### config.mk
export PLATFORM = sky130hd
export DESIGN_NAME = egm_isqrt
export DESIGN_NICKNAME = d
export VERILOG_FILES = /design/src/hw/rtl/egm_pkg.sv /design/src/hw/rtl/egm_isqrt.sv
export SDC_FILE = /design/constraint.sdc
export NUM_CORES = 1
export LEC_CHECK = 0
export ABC_AREA = 1
export BUFFER_PORTS_ARGS = -buffer_cell sky130_fd_sc_hd__buf_2
export CAP_MARGIN = 40
export CORE_ASPECT_RATIO = 0.8
export CORE_UTILIZATION = 60
export DETAILED_ROUTE_END_ITERATION = 8
export GPL_ROUTABILITY_DRIVEN = 0
export PLACE_DENSITY = 0.91
export SETUP_SLACK_MARGIN = 0.5
export SLEW_MARGIN = 20
export SYNTH_ARGS = -nofsm -noshare
export SYNTH_HDL_FRONTEND = slang
export SYNTH_SLANG_ARGS = --single-unit
### constraint.sdc
create_clock -name clk -period 3.41 [get_ports clk]
set_input_delay 0.5115 -clock clk [delete_from_list [all_inputs] [get_ports clk]]
set_output_delay 0.5115 -clock clk [all_outputs]
set_load 0.01 [all_outputs]
### src/hw/rtl/egm_pkg.sv
package egm_pkg;

    // image geometry limits
    localparam int MAX_WIDTH    = 2048;
    localparam int HEIGHT_LIMIT = 2048;
    localparam int PIXEL_BITS   = 8;

    // configuration port
    localparam int CFG_BITS       = 12;
    localparam int CFG_INDEX_BITS = 2;
    localparam int MODE_BITS      = 2;

    // result field
    localparam int MAG_BITS = 11;
    localparam int MAG_MAX  = 2 ** MAG_BITS - 1;

    // derived widths
    localparam int ADDR_BITS     = $clog2(MAX_WIDTH);
    localparam int COL_BITS      = $clog2(MAX_WIDTH + 1);
    localparam int ROW_BITS      = $clog2(HEIGHT_LIMIT + 1);
    localparam int CNT_BITS_GEO  = (COL_BITS > ROW_BITS) ? COL_BITS : ROW_BITS;
    localparam int CNT_BITS      = (CNT_BITS_GEO > CFG_BITS) ? CNT_BITS_GEO : CFG_BITS;
    localparam int GRAD_BITS     = PIXEL_BITS + 3;
    localparam int SQ_BITS       = 2 * GRAD_BITS - 2;
    localparam int SUM_BITS      = 2 * GRAD_BITS;
    localparam int ROOT_BITS     = GRAD_BITS;
    localparam int ROOT_CNT_BITS = $clog2(ROOT_BITS + 1);
    localparam int SAT_BITS      = (ROOT_BITS > MAG_BITS) ? ROOT_BITS : MAG_BITS;

    // register reset values
    localparam logic [CFG_BITS-1:0] LINE_WIDTH_RESET   = CFG_BITS'(640);
    localparam logic [CFG_BITS-1:0] FRAME_HEIGHT_RESET = CFG_BITS'(480);

    // kernel pair codes, any other code runs sobel
    localparam logic [MODE_BITS-1:0] MODE_SOBEL   = MODE_BITS'(0);
    localparam logic [MODE_BITS-1:0] MODE_PREWITT = MODE_BITS'(1);
    localparam logic [MODE_BITS-1:0] MODE_ROBERTS = MODE_BITS'(2);

    // register indexes
    localparam logic [CFG_INDEX_BITS-1:0] CFG_OPERATOR_MODE = CFG_INDEX_BITS'(0);
    localparam logic [CFG_INDEX_BITS-1:0] CFG_LINE_WIDTH    = CFG_INDEX_BITS'(1);
    localparam logic [CFG_INDEX_BITS-1:0] CFG_FRAME_HEIGHT  = CFG_INDEX_BITS'(2);

    typedef logic [PIXEL_BITS-1:0]       pixel_t;
    typedef logic signed [GRAD_BITS-1:0] grad_t;

    typedef struct packed {
        pixel_t pixel;
        logic   is_pad;
    } pix_beat_t;

    typedef struct packed {
        logic [MAG_BITS-1:0] magnitude;
        logic                end_of_line;
        logic                end_of_frame;
    } res_beat_t;

    // one line store word: row two above, row above
    typedef struct packed {
        pixel_t row_b;
        pixel_t row_a;
    } line_word_t;

    typedef struct packed {
        logic                 en;
        logic [ADDR_BITS-1:0] addr;
    } line_rd_t;

    typedef struct packed {
        logic                 en;
        logic [ADDR_BITS-1:0] addr;
        line_word_t           word;
    } line_wr_t;

    // new window column, top to bottom
    typedef struct packed {
        pixel_t top;
        pixel_t mid;
        pixel_t bot;
    } column_t;

    typedef struct packed {
        logic shift;
        logic clear_left;
        logic grad;
    } win_ctrl_t;

    typedef enum logic [2:0] {
        S_IDLE,
        S_WIN,
        S_GRAD,
        S_SQR,
        S_START,
        S_ROOT,
        S_OUT
    } egm_state_t;

endpackage

### src/hw/rtl/egm_isqrt.sv
module egm_isqrt (
    input  logic                          clk,
    input  logic                          rst_n,
    input  logic                          start,
    input  logic [egm_pkg::SUM_BITS-1:0]  operand,
    output logic                          done,
    output logic [egm_pkg::ROOT_BITS-1:0] root
);
    import egm_pkg::*;

    logic [SUM_BITS-1:0]      op_reg;
    logic [ROOT_BITS+1:0]     rem_reg;
    logic [ROOT_BITS-1:0]     root_reg;
    logic [ROOT_CNT_BITS-1:0] cnt_reg;
    logic [ROOT_CNT_BITS-1:0] cnt_next;
    logic                     done_reg;
    logic                     done_next;
    logic [ROOT_BITS+1:0]     rem_shift;
    logic [ROOT_BITS+1:0]     trial;
    logic                     fits;

    // one result bit per cycle, restoring
    assign rem_shift = {rem_reg[ROOT_BITS-1:0], op_reg[SUM_BITS-1 -: 2]};
    assign trial     = {root_reg, 2'b01};
    assign fits      = rem_shift >= trial;

    always_comb
    begin
        cnt_next  = cnt_reg;
        done_next = 1'b0;
        if (start)
        begin
            cnt_next = ROOT_CNT_BITS'(ROOT_BITS);
        end
        else if (cnt_reg != '0)
        begin
            cnt_next  = cnt_reg - 1'b1;
            done_next = (cnt_reg == ROOT_CNT_BITS'(1));
        end
    end

    always_ff @(posedge clk or negedge rst_n)
    begin
        if (!rst_n)
        begin
            cnt_reg  <= '0;
            done_reg <= 1'b0;
        end
        else
        begin
            cnt_reg  <= cnt_next;
            done_reg <= done_next;
        end
    end

    always_ff @(posedge clk)
    begin
        if (start)
        begin
            op_reg   <= operand;
            rem_reg  <= '0;
            root_reg <= '0;
        end
        else if (cnt_reg != '0)
        begin
            op_reg   <= {op_reg[SUM_BITS-3:0], 2'b00};
            rem_reg  <= fits ? (rem_shift - trial) : rem_shift;
            root_reg <= {root_reg[ROOT_BITS-2:0], fits};
        end
    end

    assign done = done_reg;
    assign root = root_reg;

endmodule

==> results.sh <==
export IMPL_coreArea_sq_mm=0.00431
export IMPL_arrival_ns=2.26
export IMPL_cts_tree="built"
export IMPL_fillers=329
export IMPL_cts_setup_buffers=0
export IMPL_cts_buffers=5
export IMPL_route_detailed_drc=0
export IMPL_layout_nets=446
export IMPL_vias_per_cell=5.26
export IMPL_synth_top_area_frac=0.237
export IMPL_min_path_type="primary input to asynchronous set/reset pin"
export IMPL_grt_pass1_vias=2254
export IMPL_cts_root_buf="clkbuf_8"
export IMPL_drtAntennaViolNets=0
export IMPL_yosys_top_cells_count="nand2_1, inv_1, nor2_1"
export IMPL_async_flop_share=0.102
export IMPL_io_pins=37
export IMPL_fmax_mhz=437
export IMPL_syn_to_final_growth_pct=11.0
export IMPL_cts_resized=0
export IMPL_synthesis_instances=371
export IMPL_dieHeight_microns=62.9
export IMPL_cpMostUsedCell="inv_1"
export IMPL_end_kind="flop"
export IMPL_routed_wl_mm=6.15
export IMPL_grt_max_degree=33
export IMPL_critical_path_class="flop to flop"
export IMPL_firstDrtPassIters=5
export IMPL_io_buffer_count=36
export IMPL_crit_path_start_kind="flop"
export IMPL_finalSetupViolations=0
export IMPL_clk_path_buf_depth=2
export IMPL_worst_pin_slew_ns=0.669
export IMPL_row_count=21
export IMPL_cts_htree_levels=2
export IMPL_avgSynthCellArea_sq_um=7.51
export IMPL_maxSlewHeadroom=0.553
export IMPL_vias=2436
export IMPL_utilization=0.717
export IMPL_slowest_delay_ns=0.50
export IMPL_yosysTopAreaCell="edfxtp_1"
export IMPL_synth_distinct_cells=29
export IMPL_yosysMostFrequentCell="nand2_1"
export IMPL_clk_pin_slew_ns=0.08
export IMPL_clock_skew_ns=0.00665
export IMPL_syn_nets=412
export IMPL_min_period_over_period=0.671
export IMPL_syn_cell_area_sq_mm=0.00279
export IMPL_crit_slowest_cell="nand2_1"
export IMPL_post_drt_wl_per_cell_microns=13.3
export IMPL_layout_drive_gt1_share=0.148
export IMPL_max_cap_viol_count=0
export IMPL_grt_usage=0.268
export IMPL_status="finished clean"
export IMPL_fp_dieW_microns=78.2
export IMPL_yosysWarnings=0
export IMPL_synth_area_leaders="edfxtp_1, nand2_1, dfxtp_1"
export IMPL_setup_tns_ns=0
export IMPL_clock_latency_ns=0.30
export IMPL_cp_max_fo=28
export IMPL_yosys_most_used_dff="edfxtp_1"
export IMPL_drt_initial_drc_count=197
export IMPL_power_leakage_nw=1.67
export IMPL_grt_pass1_wl_mm=10.2
export IMPL_largest_reg_flops=22
export IMPL_crit_chain="inv_1, ha_1, nand2_1, nor2_1, inv_1, buf_4"
export IMPL_die_area_sq_mm=0.00492
export IMPL_synth_edf_count=22
export IMPL_powerDensity_mw_per_mm2=773
export IMPL_fin_crit_ns=2.29
export IMPL_drv_slew=0
export IMPL_hold_buffers=0
export IMPL_antennaDiodeCount=0
export IMPL_grt_setup_unrepaired="false"
export IMPL_grt_antenna_before_repair=0
export IMPL_clock_sinks=49
export IMPL_required_ns=3.38
export IMPL_overflow=0
export IMPL_start_util=0.646
export IMPL_hold_viol=0
export IMPL_yosysSeqAreaShare=0.440
export IMPL_dp_hpwl_mm=4.50
export IMPL_ys_ff_latch=49
export IMPL_irDropWorstVdd_uv=452
-- critical path, delay by kind of cell (launching register included) --
family / cells / cell delay, ns
simple gates: 2 / 0.67
buf+inv: 3 / 0.69
fa+ha+maj: 1 / 0.20
flops: 1 / 0.39
-- power by group --
| group | total [W] | switching [W] | internal [W] |
|---|---|---|---|
| clock network | 0.000346 | 0.000181 | 0.000166 |
| registers | 0.000766 | 0.0000575 | 0.000709 |
| logic | 0.00127 | 0.000833 | 0.000441 |
-- stage by stage --
step	hold WS (ns)	cells	total power (W)	worst slack, ns	cell area [sq um]
6_report	0.0149	463	0.00239	1.12	3090
5_1_grt	0.00428	463	0.00257	0.926	3090
4_1_cts	0.0135	462	0.00236	1.14	3080
3_5_place_dp	0.336	454	0.00201	1.16	2990
3_3_place_gp	0.329	454	0.00196	1.28	2990
2_1_floorplan	0.216	371	0.00178	1.69	2790
-- worst paths after layout --
check	slack (ns)	end	depth (start not counted)	startpoint
max	1.12	op_reg[0]	6	cnt_reg[0]
min in group clk	0.47	op_reg[1]	3	operand[1]
max in group asynchronous	3.26	done	1	rst_n
min reg2reg	0.50	rem_reg[3]	2	rem_reg[3]
max reg2reg	1.12	op_reg[0]	6	cnt_reg[0]
min	0.01	cnt_reg[1]	1	rst_n
-- cell families (layout without fill, tap and decap cells) --
family,after synthesis,count (layout),share of synthesized area
buffers and inverters,69,104,0.0979
AND/OR/NAND/NOR,197,197,0.300
adder cells (fa/ha/maj),16,16,0.0719
flip-flops,49,49,0.440
AO/OA/AOI/OAI,34,34,0.0710
XOR/XNOR,6,6,0.0189
-- per-layer routing --
metal,track usage,part of all wire
met1,0.366,0.45
met2,0.417,0.47
met3,0.0657,0.063
met4,0.0880,0.016
met5,0,0
-- area by class of cell --
class,count,area (sq um),share of cell area
Inverter,58,218,0.0704
Sequential cell,49,1230,0.397
Timing Repair Buffer,38,199,0.0644
Multi-Input combinational cell,253,1290,0.416
Tap cell,57,71.3,0.0231
Clock buffer,8,90.1,0.0291
-- cells in the final DEF, fill, tap and decap left out --
cell type	synthesis	routed
nand2_1	133	133
inv_1	56	56
buf_2	2	36
nor2_1	27	27
nand3_1	22	22
edfxtp_1	22	22
dfxtp_1	22	22
ha_1	16	16
o21ai_0	12	12
o22ai_1	11	11
a21oi_1	6	6
clkbuf_8	0	6
dfrtp_1	5	5
a21oi_2	3	3
nand3_2	3	3
nand4_1	3	3
xnor2_1	3	3
xor2_1	3	3
inv_2	2	2
nor2_2	2	2
or2_2	2	2
clkbuf_1	8	2
a22oi_1	1	1
nor2_4	1	1
nand2_2	1	1
nand3_4	1	1
nand2_4	1	1
o21ai_1	1	1
nor3_1	1	1
buf_6	0	1
buf_4	0	1
No activity file was read; power rests on OpenSTA's default activity.
