$ cat src/hw/rtl/egm_pkg.sv
package egm_pkg;

    // image geometry limits
    localparam int MAX_WIDTH    = 2048;
    localparam int HEIGHT_LIMIT = 2048;
    localparam int PIXEL_BITS   = 8;

    // configuration port
    localparam int CFG_BITS       = 12;
    localparam int CFG_INDEX_BITS = 2;
    localparam int MODE_BITS      = 2;

    // result field
    localparam int MAG_BITS = 11;
    localparam int MAG_MAX  = 2 ** MAG_BITS - 1;

    // derived widths
    localparam int ADDR_BITS     = $clog2(MAX_WIDTH);
    localparam int COL_BITS      = $clog2(MAX_WIDTH + 1);
    localparam int ROW_BITS      = $clog2(HEIGHT_LIMIT + 1);
    localparam int CNT_BITS_GEO  = (COL_BITS > ROW_BITS) ? COL_BITS : ROW_BITS;
    localparam int CNT_BITS      = (CNT_BITS_GEO > CFG_BITS) ? CNT_BITS_GEO : CFG_BITS;
    localparam int GRAD_BITS     = PIXEL_BITS + 3;
    localparam int SQ_BITS       = 2 * GRAD_BITS - 2;
    localparam int SUM_BITS      = 2 * GRAD_BITS;
    localparam int ROOT_BITS     = GRAD_BITS;
    localparam int ROOT_CNT_BITS = $clog2(ROOT_BITS + 1);
    localparam int SAT_BITS      = (ROOT_BITS > MAG_BITS) ? ROOT_BITS : MAG_BITS;

    // register reset values
    localparam logic [CFG_BITS-1:0] LINE_WIDTH_RESET   = CFG_BITS'(640);
    localparam logic [CFG_BITS-1:0] FRAME_HEIGHT_RESET = CFG_BITS'(480);

    // kernel pair codes, any other code runs sobel
    localparam logic [MODE_BITS-1:0] MODE_SOBEL   = MODE_BITS'(0);
    localparam logic [MODE_BITS-1:0] MODE_PREWITT = MODE_BITS'(1);
    localparam logic [MODE_BITS-1:0] MODE_ROBERTS = MODE_BITS'(2);

    // register indexes
    localparam logic [CFG_INDEX_BITS-1:0] CFG_OPERATOR_MODE = CFG_INDEX_BITS'(0);
    localparam logic [CFG_INDEX_BITS-1:0] CFG_LINE_WIDTH    = CFG_INDEX_BITS'(1);
    localparam logic [CFG_INDEX_BITS-1:0] CFG_FRAME_HEIGHT  = CFG_INDEX_BITS'(2);

    typedef logic [PIXEL_BITS-1:0]       pixel_t;
    typedef logic signed [GRAD_BITS-1:0] grad_t;

    typedef struct packed {
        pixel_t pixel;
        logic   is_pad;
    } pix_beat_t;

    typedef struct packed {
        logic [MAG_BITS-1:0] magnitude;
        logic                end_of_line;
        logic                end_of_frame;
    } res_beat_t;

    // one line store word: row two above, row above
    typedef struct packed {
        pixel_t row_b;
        pixel_t row_a;
    } line_word_t;

    typedef struct packed {
        logic                 en;
        logic [ADDR_BITS-1:0] addr;
    } line_rd_t;

    typedef struct packed {
        logic                 en;
        logic [ADDR_BITS-1:0] addr;
        line_word_t           word;
    } line_wr_t;

    // new window column, top to bottom
    typedef struct packed {
        pixel_t top;
        pixel_t mid;
        pixel_t bot;
    } column_t;

    typedef struct packed {
        logic shift;
        logic clear_left;
        logic grad;
    } win_ctrl_t;

    typedef enum logic [2:0] {
        S_IDLE,
        S_WIN,
        S_GRAD,
        S_SQR,
        S_START,
        S_ROOT,
        S_OUT
    } egm_state_t;

endpackage

$ cat src/hw/rtl/egm_window.sv
module egm_window (
    input  logic                          clk,
    input  logic                          rst_n,
    input  egm_pkg::win_ctrl_t            ctrl,
    input  egm_pkg::column_t              column,
    input  logic [egm_pkg::MODE_BITS-1:0] mode,
    output egm_pkg::grad_t                gx,
    output egm_pkg::grad_t                gy
);
    import egm_pkg::*;

    pixel_t win_reg  [3][3];
    pixel_t win_next [3][3];
    grad_t  q        [3][3];
    grad_t  gx_reg;
    grad_t  gy_reg;
    grad_t  gx_next;
    grad_t  gy_next;
    grad_t  w01;
    grad_t  w10;
    grad_t  w12;
    grad_t  w21;

    // [row][col], col 2 is the newest
    always_comb
    begin
        win_next = win_reg;
        if (ctrl.shift)
        begin
            for (int k = 0; k < 3; k++)
            begin
                win_next[k][0] = ctrl.clear_left ? '0 : win_reg[k][1];
                win_next[k][1] = ctrl.clear_left ? '0 : win_reg[k][2];
            end
            win_next[0][2] = column.top;
            win_next[1][2] = column.mid;
            win_next[2][2] = column.bot;
        end
    end

    always_ff @(posedge clk or negedge rst_n)
    begin
        if (!rst_n)
        begin
            for (int k = 0; k < 3; k++)
            begin
                for (int j = 0; j < 3; j++)
                begin
                    win_reg[k][j] <= '0;
                end
            end
        end
        else
        begin
            win_reg <= win_next;
        end
    end

    always_comb
    begin
        for (int k = 0; k < 3; k++)
        begin
            for (int j = 0; j < 3; j++)
            begin
                q[k][j] = signed'(GRAD_BITS'(win_reg[k][j]));
            end
        end
        // center weights: one for prewitt, two for sobel
        if (mode == MODE_PREWITT)
        begin
            w01 = q[0][1];
            w10 = q[1][0];
            w12 = q[1][2];
            w21 = q[2][1];
        end
        else
        begin
            w01 = q[0][1] <<< 1;
            w10 = q[1][0] <<< 1;
            w12 = q[1][2] <<< 1;
            w21 = q[2][1] <<< 1;
        end
        case (mode)
            MODE_ROBERTS:
            begin
                gx_next = q[0][0] - q[1][1];
                gy_next = q[1][0] - q[0][1];
            end
            default:
            begin
                gx_next = (q[0][2] + w12 + q[2][2]) - (q[0][0] + w10 + q[2][0]);
                gy_next = (q[2][0] + w21 + q[2][2]) - (q[0][0] + w01 + q[0][2]);
            end
        endcase
    end

    always_ff @(posedge clk)
    begin
        if (ctrl.grad)
        begin
            gx_reg <= gx_next;
            gy_reg <= gy_next;
        end
    end

    assign gx = gx_reg;
    assign gy = gy_reg;

endmodule

$ cat config.mk
export PLATFORM = sky130hd
export DESIGN_NAME = egm_window
export DESIGN_NICKNAME = d
export VERILOG_FILES = /design/src/hw/rtl/egm_pkg.sv /design/src/hw/rtl/egm_window.sv
export SDC_FILE = /design/constraint.sdc
export NUM_CORES = 1
export LEC_CHECK = 0
export BUFFER_PORTS_ARGS = -buffer_cell sky130_fd_sc_hd__buf_2
export CAP_MARGIN = 10
export CORE_ASPECT_RATIO = 2
export CORE_MARGIN = 8
export CORE_UTILIZATION = 50
export DETAILED_ROUTE_END_ITERATION = 12
export MAX_ROUTING_LAYER = met4
export PLACE_DENSITY = 0.77
export RECOVER_POWER = 50
export SETUP_SLACK_MARGIN = 0.05
export SYNTH_ARGS = -nofsm -noshare
export SYNTH_HDL_FRONTEND = slang
export SYNTH_SLANG_ARGS = --single-unit
export TNS_END_PERCENT = 20
$ cat constraint.sdc
create_clock -name clk -period 10.29 [get_ports clk]
set_input_delay 0 -clock clk [delete_from_list [all_inputs] [get_ports clk]]
set_output_delay 0 -clock clk [all_outputs]
set_load 0.1 [all_outputs]
==> summary.md <==
| Metric | Value |
|---|---|
| Hold Fails Final Rpt | 0 |
| First-pass GRT wire length | 26.43 mm |
| Crit path cell chain | inv_1 > o21ai_0 > fa_1 > fa_1 > inv_1 > fa_1 > inv_1 > ha_1 > fa_1 > a21oi_2 > o21ai_1 > or4_1 > a31oi_2 > xnor2_1 > a21o_1 |
| Violated checks | capacitance limit, slew limit |
| Detailed Route WL | 15.89 mm |
| Clock Path Buffers | 2 |
| Placement Setup Slack | 5.708 ns |
| Routed Antenna Nets | 0 |
| Synth warn | 0 |
| Post-CTS sizing | 0 |
| Clk slew on worst S/H paths | 0.06 ns |
| Starting Density | 50.53% |
| RSZ-0062 raised after global routing | no |
| Share of post-route cells with drive strength above 1 | 8.950% |
| CTS Buf Count | 9 |
| Post-Syn Instances | 772 |
| Top Metal Used | met4 |
| Least-Margin Pin Slew | 3.965 ns |
| Met3 WL | 358 µm |
| Mapped Nets | 909 |
| WL/cell | 15.42 µm |
| CP max stage cell | fa_1 |
| Routability Congestion | 0.8682 |
| WP data required | 10.40 ns |
| Full die area | 18760 µm² |
| Unique masters post-synth | 40 |
| Clk_lat worst skew | 0.36 ns |
| # fillers | 1275 |
| Max-cap violations | 2 |
| Register area | 2462 µm² |
| Register area share after synthesis | 34.14% |
| N_diodes | 0 |
| CP Launch Type | register |
| Drt pass-1 iters | 5 |
| Int Pwr | 1185 µW |
| Max VDD drop | 0.1228 mV |
| Worst path top cell family by delay | adder cells |
| Net Switching | 1110 µW |
| Power Density | 280.6 nW/µm² |
| Ports | 53 |
| DRT iter0 DRCs | 273 |
| Setup CP Type | register to register |
| CTS HTree Levels | 3 |
| Routed length on met1 | 6.395 mm |
| Post-route setup slack | 5.943 ns |
| Area of the multi-input gates | 3988 µm² |
| Slew headroom | -164.4% |
| Setup violations, final | 0 |
| Clk pwr share | 15.9% |
| Core area | 14270 µm² |
| Switching portion of total power | 48.37% |
| Post-Syn Area | 7213 µm² |
| Vias in the first global route | 5605 |
| Met2 wire len | 8.706 mm |
| Crit path buf inv count | 3 |
| Top achievable clock speed | 230.1 MHz |
| Yosys reg bits | 94 |
| Layout area overhead | 13.43% |
| Worst-path fanout max | 3 |
| CP most frequent cell | fa_1 |
| Total gr overflow | 0 |
| Clk sink count | 94 |
| Chip width | 100.9 µm |
| Final Cycle Share | 42.24% |
| Row cnt | 62 |
| Routed vias | 5292 |
| DRC | 0 |
| Worst path max stage delay | 0.53 ns |
| Status | finished with violations |
| Largest net degree at the start of global routing | 109 |
| Die height | 185.9 µm |
| Dpl hpwl | 12.33 mm |
| Antenna violations before repair | 0 |
| TNS Setup | 0 ns |
| Tmin final | 4.347 ns |
| Vias per cell | 5.138 |
| Max reg flops | 72 |
| Leak Pwr | 0.003804 µW |
| Clk_skew | 0.006757 ns |
| Worst min path class | input pin to register |
| Combinational share of power | 61.3% |
| Synthesized area per cell | 9.343 µm² |
| Crit. End Element | register |
| Max-slew violations | 182 |
| CTS tree | yes |
| CTS root buffer | clkbuf_16 |
| GRT Util Overall | 18.77% |
| Flop pwr share | 22.8% |
| Data arrival time of the worst path | 4.46 ns |
| Final net count | 970 |
| Port bufs | 52 |
==> stage by stage <==
stage / instance area, µm² / util (%) / hold WS (ns) / std cells / power [µW]
after floorplan: 7213 / - / -0.2956 / 772 / 1647
after global placement: 7631 / 53.46 / 0.1975 / 989 / 1907
after detailed placement: 7631 / 53.46 / 0.1996 / 989 / 1938
after CTS: 8203 / 57.47 / 0.02478 / 1030 / 2315
after global routing: 8182 / 57.32 / 0.3072 / 1030 / 2467
final: 8182 / 57.32 / 0.2852 / 1030 / 2296
==> what timing repair did <==
item                      in CTS  in global routing
setup buffers                  0                  0
hold buffers                  25                  0
hold endpoints to repair      96                  0
==> power by group through the flow <==
stage	Sequential, µW	Combinational [µW]	Clock [µW]
floorplan	834	813	0
global placement	530	1380	0
detailed placement	532	1410	0
CTS	525	1420	373
global route	535	1550	384
finish	523	1410	366
==> per-layer routing <==
metal / vias to the layer above / global-route usage, %
met5: - / -
met4: 0 / 8.769
met3: 25 / 1.911
met2: 95 / 33.67
met1: 2588 / 20.15
li1: 2584 / -
==> kinds of logic (layout without fill, tap and decap cells) <==
logic type | count (synthesis) | after routing | synth area share [%]
AOI/OAI and AO/OA | 162 | 162 | 12.42
xor gates and xnor gates | 16 | 16 | 1.943
adders and majority gates | 106 | 106 | 25.46
buffers and inverters | 204 | 270 | 10.62
DFF | 94 | 94 | 34.14
muxes | 18 | 18 | 2.689
and+or+nand+nor | 172 | 172 | 12.73
==> final timing paths <==
kind | startpoint | endpoint | slack [ns] | cells after the start
worst min-delay path | mode[0] | gx[9] | 0.29 | 4
worst min register to register | q[2] | q[13] | 0.52 | 2
worst max register to register | q[11] | gy[9] | 5.94 | 15
worst max-delay path | q[11] | gy[9] | 5.94 | 15
min in group asynchronous | rst_n | q[0] | 1.58 | 2
max in group asynchronous | rst_n | q[62] | 6.49 | 2
==> placed cells by master, fill, tap and decap left out, drive strengths merged, types with 10 or more instances in the layout <==
cell / netlist / final
inv: 174 / 177
o21ai: 111 / 111
dfrtp: 72 / 72
fa: 68 / 68
nand2: 54 / 54
nand3b: 50 / 50
buf: 0 / 44
ha: 38 / 38
nor2: 29 / 29
dlygate4sd3: 0 / 25
a21oi: 25 / 25
edfxtp: 22 / 22
clkbuf: 30 / 21
nand2b: 11 / 11
mux2: 11 / 11
nor3: 10 / 10
nor2b: 10 / 10
==> worst reg2reg max path, cell delays in order, from the launching register on <==
cell     delay, ns
dfrtp_1       0.34
inv_1         0.08
o21ai_0       0.23
fa_1          0.48
fa_1          0.49
inv_1         0.05
fa_1          0.53
inv_1         0.04
ha_1          0.23
fa_1          0.43
a21oi_2       0.17
o21ai_1       0.13
or4_1         0.45
a31oi_2       0.19
xnor2_1       0.08
a21o_1        0.17
==> layout make-up <==
| class | count | area share, % |
|---|---|---|
| clock buffers | 10 | 2.799 |
| clock inverters | 6 | 1.132 |
| inverters | 174 | 7.983 |
| multi-input cells | 474 | 48.74 |
| flip-flops and latches | 94 | 30.10 |
| well taps | 192 | 2.936 |
| repair buffers | 80 | 6.316 |
==> synth_stat cells, drive strengths merged <==
master / count / share of area [%]
clkbuf: 30 / 1.6
a21boi: 1 / 0.10
a211o: 3 / 0.36
nor3: 10 / 0.69
a31oi: 2 / 0.26
ha: 38 / 6.6
nand2: 54 / 2.8
a21o: 3 / 0.31
o41ai: 1 / 0.12
o22ai: 1 / 0.087
nand2b: 11 / 0.95
and2: 1 / 0.087
xor2: 9 / 1.1
dfrtp: 72 / 25
a211oi: 2 / 0.21
a31o: 1 / 0.12
nor2b: 10 / 0.87
nor2: 29 / 1.5
nand3: 3 / 0.21
o31ai: 2 / 0.21
o21a: 1 / 0.10
inv: 174 / 9.1
or4: 1 / 0.10
mux2: 11 / 1.7
nand3b: 50 / 5.2
and3b: 1 / 0.12
o41a: 2 / 0.31
o211ai: 4 / 0.42
o21ai: 111 / 7.7
or3: 1 / 0.087
mux2i: 7 / 0.97
or2: 1 / 0.087
a21oi: 25 / 1.8
xnor2: 7 / 0.85
fa: 68 / 19
edfxtp: 22 / 9.2
o21bai: 3 / 0.31
No activity file was read; power rests on OpenSTA's default activity.
